File: src/hw/rtl/hgct_pkg.sv
// Shared constants, codes and controller/datapath interface types of the grid claim table.
package hgct_pkg;

   localparam int SLOT_CAPACITY = 256;
   localparam int TABLE_ENTRIES = 1024;

   localparam int TABLE_IDX_W = $clog2(TABLE_ENTRIES);
   localparam int SLOT_IDX_W  = (SLOT_CAPACITY > 1) ? $clog2(SLOT_CAPACITY) : 1;
   localparam int ENTRY_W     = SLOT_IDX_W + 1;
   localparam int POS_W       = 16;
   localparam int KEY_W       = 3 * POS_W;
   localparam int SLOT_W      = 8;
   localparam int DEMAND_W    = 16;

   localparam int REQ_TDATA_W = 48;
   localparam int RSP_TDATA_W = 24;

   localparam logic [DEMAND_W-1:0]    CURSOR_MAX = 16'hFFFF;
   localparam logic [TABLE_IDX_W-1:0] IDX_MASK   = TABLE_IDX_W'(TABLE_ENTRIES - 1);

   // hash multipliers and offset
   localparam logic [31:0] HASH_KX  = 32'd1597334673;
   localparam logic [31:0] HASH_KY  = 32'd3812015801;
   localparam logic [31:0] HASH_KZ  = 32'd2798796415;
   localparam logic [31:0] HASH_K1  = 32'd747796405;
   localparam logic [31:0] HASH_C1  = 32'd2891336453;
   localparam logic [31:0] HASH_K2  = 32'd277803737;

   typedef enum logic {
      OP_CLAIM = 1'b0,
      OP_CLEAR = 1'b1
   } opcode_type;

   typedef enum logic [1:0] {
      ST_FOUND   = 2'd0,
      ST_NEW     = 2'd1,
      ST_FULL    = 2'd2,
      ST_CLEARED = 2'd3
   } status_type;

   typedef struct packed {
      logic load;         // capture the request word
      logic start_clear;  // zero cursor and sweep counter, stage a cleared response
      logic sweep;        // write one empty entry, step the sweep counter
      logic idx_load;     // take the start entry from the hash pipe
      logic ent_eval;     // act on the entry read back
      logic pos_eval;     // act on the slot position read back
      logic rsp_load;     // move the staged result to the output register
   } hgct_cmd_type;

   typedef struct packed {
      logic ent_valid;    // entry read back is occupied
      logic pos_match;    // recorded position equals the key
      logic cnt_last;     // counter is at its last entry
   } hgct_stat_type;

endpackage

File: src/hw/rtl/hgct_ctrl.sv
// Sequencing state machine of the grid claim table.
module hgct_ctrl (
   input  logic                   clock,
   input  logic                   reset,
   input  logic                   req_tvalid,
   output logic                   req_tready,
   input  logic                   req_tuser,
   output logic                   rsp_tvalid,
   input  logic                   rsp_tready,
   output hgct_pkg::hgct_cmd_type cmd,
   input  hgct_pkg::hgct_stat_type stat
);
   import hgct_pkg::*;

   typedef enum logic [9:0] {
      S_IDLE  = 10'b00_0000_0001,
      S_CLEAR = 10'b00_0000_0010,
      S_HASH1 = 10'b00_0000_0100,
      S_HASH2 = 10'b00_0000_1000,
      S_HASH3 = 10'b00_0001_0000,
      S_HASH4 = 10'b00_0010_0000,
      S_READ  = 10'b00_0100_0000,
      S_ENTRY = 10'b00_1000_0000,
      S_POS   = 10'b01_0000_0000,
      S_DONE  = 10'b10_0000_0000
   } state_type;

   state_type state_ff, state_in;
   logic      clr_pend_ff, clr_pend_in;
   logic      rsp_valid_ff, rsp_valid_in;
   logic      accept;

   assign req_tready = (state_ff == S_IDLE);
   assign accept     = req_tvalid && req_tready;
   assign rsp_tvalid = rsp_valid_ff;

   always_comb begin
      state_in     = state_ff;
      clr_pend_in  = clr_pend_ff;
      rsp_valid_in = rsp_valid_ff && !rsp_tready;
      cmd          = '0;
      unique case (state_ff)
         S_IDLE: begin
            if (accept) begin
               cmd.load = 1'b1;
               if (opcode_type'(req_tuser) == OP_CLEAR) begin
                  cmd.start_clear = 1'b1;
                  clr_pend_in     = 1'b1;
                  state_in        = S_CLEAR;
               end else begin
                  state_in = S_HASH1;
               end
            end
         end
         S_CLEAR: begin
            cmd.sweep = 1'b1;
            if (stat.cnt_last) begin
               clr_pend_in = 1'b0;
               state_in    = clr_pend_ff ? S_DONE : S_IDLE;
            end
         end
         S_HASH1: state_in = S_HASH2;
         S_HASH2: state_in = S_HASH3;
         S_HASH3: state_in = S_HASH4;
         S_HASH4: begin
            cmd.idx_load = 1'b1;
            state_in     = S_READ;
         end
         S_READ: state_in = S_ENTRY;
         S_ENTRY: begin
            cmd.ent_eval = 1'b1;
            state_in     = stat.ent_valid ? S_POS : S_DONE;
         end
         S_POS: begin
            cmd.pos_eval = 1'b1;
            state_in     = (stat.pos_match || stat.cnt_last) ? S_DONE : S_READ;
         end
         S_DONE: begin
            if (!rsp_valid_ff || rsp_tready) begin
               cmd.rsp_load = 1'b1;
               rsp_valid_in = 1'b1;
               state_in     = S_IDLE;
            end
         end
         default: state_in = S_IDLE;
      endcase
   end

   always_ff @(posedge clock) begin
      if (reset) begin
         state_ff     <= S_CLEAR;
         clr_pend_ff  <= 1'b0;
         rsp_valid_ff <= 1'b0;
      end else begin
         state_ff     <= state_in;
         clr_pend_ff  <= clr_pend_in;
         rsp_valid_ff <= rsp_valid_in;
      end
   end

endmodule

File: config.mk
export PLATFORM = sky130hd
export DESIGN_NAME = hgct_ctrl
export DESIGN_NICKNAME = d
export VERILOG_FILES = /design/src/hw/rtl/hgct_pkg.sv /design/src/hw/rtl/hgct_ctrl.sv
export SDC_FILE = /design/constraint.sdc
export NUM_CORES = 1
export LEC_CHECK = 0
export ABC_AREA = 1
export BUFFER_PORTS_ARGS = -buffer_cell sky130_fd_sc_hd__buf_2
export CORE_MARGIN = 2
export CORE_UTILIZATION = 29
export DETAILED_ROUTE_END_ITERATION = 10
export SETUP_SLACK_MARGIN = 0.5
export SKIP_CTS_REPAIR_TIMING = 1
export SYNTH_ARGS = -nofsm -noshare
export SYNTH_HDL_FRONTEND = slang
export SYNTH_SLANG_ARGS = --single-unit
export TNS_END_PERCENT = 10
File: constraint.sdc
create_clock -name clock -period 1.35 [get_ports clock]
set_clock_uncertainty 0.2 [all_clocks]
set_input_delay 0.2025 -clock clock [delete_from_list [all_inputs] [get_ports clock]]
set_output_delay 0.2025 -clock clock [all_outputs]
set_load 0.03 [all_outputs]
==> reports/qor.yml <==
status:
  outcome: "finished with violations"
  violations: "negative hold slack, negative setup slack"
worst_setup_path:
  cp-start-kind: "flip-flop"
  crit_path_end_kind: "output pin"
  critPathKind: "flip-flop to output pin"
  path_buf_inv: 3
  crit_chain: "nor2_4 -> nand2_4 -> nor2_8 -> buf_4 -> nand2_2 -> inv_2 -> buf_6"
  crit_family: "simple AND/OR/NAND/NOR gates"
  required_ns: 0.95
  critPathArrivalTime_ns: 1.35
  critPathMaxStageDelay_ns: 0.34
  worst_path_max_delay_cell: "dfxtp_2"
  cp_max_fo: 3
synth:
  synth_nets: 127
  seq_area_frac_synth_pct: 29.9
  netlist_area_um2: 805
  ys_seq_elements: 12
  synthCells: 119
  synth_cell_types: 25
  synth.avg_cell_area_um2: 6.76
  ys.warnings.count: 0
timing:
  rsz0062_at_grt: "true"
  final.setup.tns_ns: -4.55
  slew_violations: 0
  timing_hold_violations_final: 2
  setup_viol_count_final: 17
  fmax_ghz: 0.569
  worst_pin_slew_ns: 0.245
  max_slew_margin_pct: 83.5
  hold_slack_ns: -0.0603
  finalCriticalPeriod_ns: 1.76
  min_period_over_period_pct: 130
  setup_slack_ns: -0.406
power:
  p_int_uw: 752
  finalPower_uw: 1230
  p_sw_uw: 477
  power.leakage_uw: 0.000665
  p_clk_share_pct: 18.6
  ir_drop_v: 0.000657
  pwr-share-comb_pct: 48.6
  power_density_nw_per_um2: 915
  seqPwrFrac_pct: 32.8
  switching_share_pct: 38.8
cts:
  cts.sinks: 12
  cts_tree: "yes"
  worstSkewPairLatency_ns: 0.27
  cts_buffers: 3
  ctsLongestPathBuffers: 2
  clk_pin_slew_ns: 0.08
  cts_root_buffer: "clkbuf_4"
  h-tree-depth: 1
cells_and_area:
  area_growth_pct: 66.9
  fillerInstances: 251
  n_antenna_cell: 0
  drive_gt1_share_pct: 60.5
  fin_nets: 177
die:
  die_area_um2: 3210
  core_area_um2: 2690
  die_h_um: 56.7
  die_w_um: 56.7
  start_util_pct: 29.9
  num_rows: 19
  io_pins: 17
global_routing:
  grt_usage_pct: 14.0
  grt_pass1_wl_um: 3530
  grt_overflow: 0
  grt_max_degree: 10
  grt_pass1_vias: 853
  antenna_found_initial: 0
route:
  drc: 0
  drt_iter0_markers: 26
  viasPerCell: 4.56
  post_drt_wl_per_cell_um: 11.2
  via_count: 902
  drt_first_pass_iters: 5
  ant_nets: 0
  routed_wirelength_um: 2220
placement:
  io_buffers: 16
  dp_slack_ns: -0.250
  gp_congestion: 0.828
  dp_hpwl_um: 1600
flow_run:
  cap_violations: 0
min_path:
  hp-class: "input pin to flip-flop"
power groups by stage:
stage	logic, uW	clock network [uW]	registers [uW]
detailed placement	503	0	401
floorplan	323	0	401
global placement	499	0	401
CTS	507	231	393
global route	648	249	405
finish	597	228	403
stage by stage:
stage	util, %	area [um^2]	instances
after detailed placement	42.3	1140	190
after floorplan	-	833	119
after CTS	43.1	1160	193
final	50.0	1340	198
after global routing	50.0	1340	198
after global placement	42.3	1140	190
cells in the final DEF, fill, tap and decap left out, types with 2 or more instances in the layout:
cell type / n
dfxtp_2: 10
nor2_4: 9
nand2_4: 5
nor3b_2: 2
nor2_1: 12
nand2_2: 3
nand3_4: 3
inv_1: 19
dfxtp_1: 2
nand3_1: 6
clkbuf_4: 3
nor3_1: 3
buf_6: 8
nand3_2: 4
buf_4: 31
buf_2: 7
nor2_2: 6
inv_2: 5
nand2_1: 18
sequential cells by signal, indices dropped and copies added, names as in the netlist:
name and cells:
clr_pend_ff 1, rsp_tvalid 1, state_ff 10
Yosys cell counts:
cell	number	area share (%)
nor2_1	21	9.8
nor2_4	2	2.8
o21a_1	1	0.93
nor3_1	4	2.5
o211ai_1	1	0.93
inv_2	2	0.93
a21oi_2	1	1.1
nand3_2	1	1.2
nor4_1	1	0.78
nor3b_2	1	1.6
nand2_4	2	2.8
dfxtp_1	12	30
inv_1	23	11
nand4_1	1	0.78
nand2_2	3	2.3
or2_2	1	0.78
nand2_1	21	9.8
a21oi_1	1	0.62
nand3_1	9	5.6
nand3_4	3	6.5
nor2_2	4	3.1
buf_1	1	0.47
nor3b_1	1	0.93
o21ai_1	1	0.62
nor2_8	1	2.5
final cells by class:
type	count	area [um^2]	share of cell area, %
sequential	12	253	18.8
multi-input combinational	81	572	42.6
timing repair buffer	46	358	26.7
clock buffer	3	22.5	1.68
inverter	25	98.8	7.36
tap	31	38.8	2.89
cell families after synthesis:
logic type / share of synthesized area (%)
AND/OR/NAND/NOR: 53.8
buffers and inverters: 12.1
AO/OA/AOI/OAI: 4.20
flip-flops: 29.9
final timing paths:
check / from / endpoint / slack, ns / cells past startpoint
worst max register to register: state_ff[7]$_SDFFE_PP0P_ / clr_pend_ff$_SDFFE_PP0P_ / -0.26 / 11
worst min register to register: clr_pend_ff$_SDFFE_PP0P_ / clr_pend_ff$_SDFFE_PP0P_ / 0.32 / 1
worst min-delay path: req_tuser / state_ff[2]$_SDFFE_PP0P_ / -0.06 / 2
worst max-delay path: state_ff[7]$_SDFFE_PP0P_ / cmd[4] / -0.41 / 7
per-layer routing:
metal | vias to the layer above | GRT usage, % | part of all wire [%]
li1 | 461 | - | -
met1 | 408 | 17.9 | 42
met2 | 27 | 21.9 | 51
met3 | 6 | 2.30 | 5.2
met4 | 0 | 8.16 | 1.8
met5 | - | 0 | 0
Note: power is estimated with default switching activity, not from simulation.
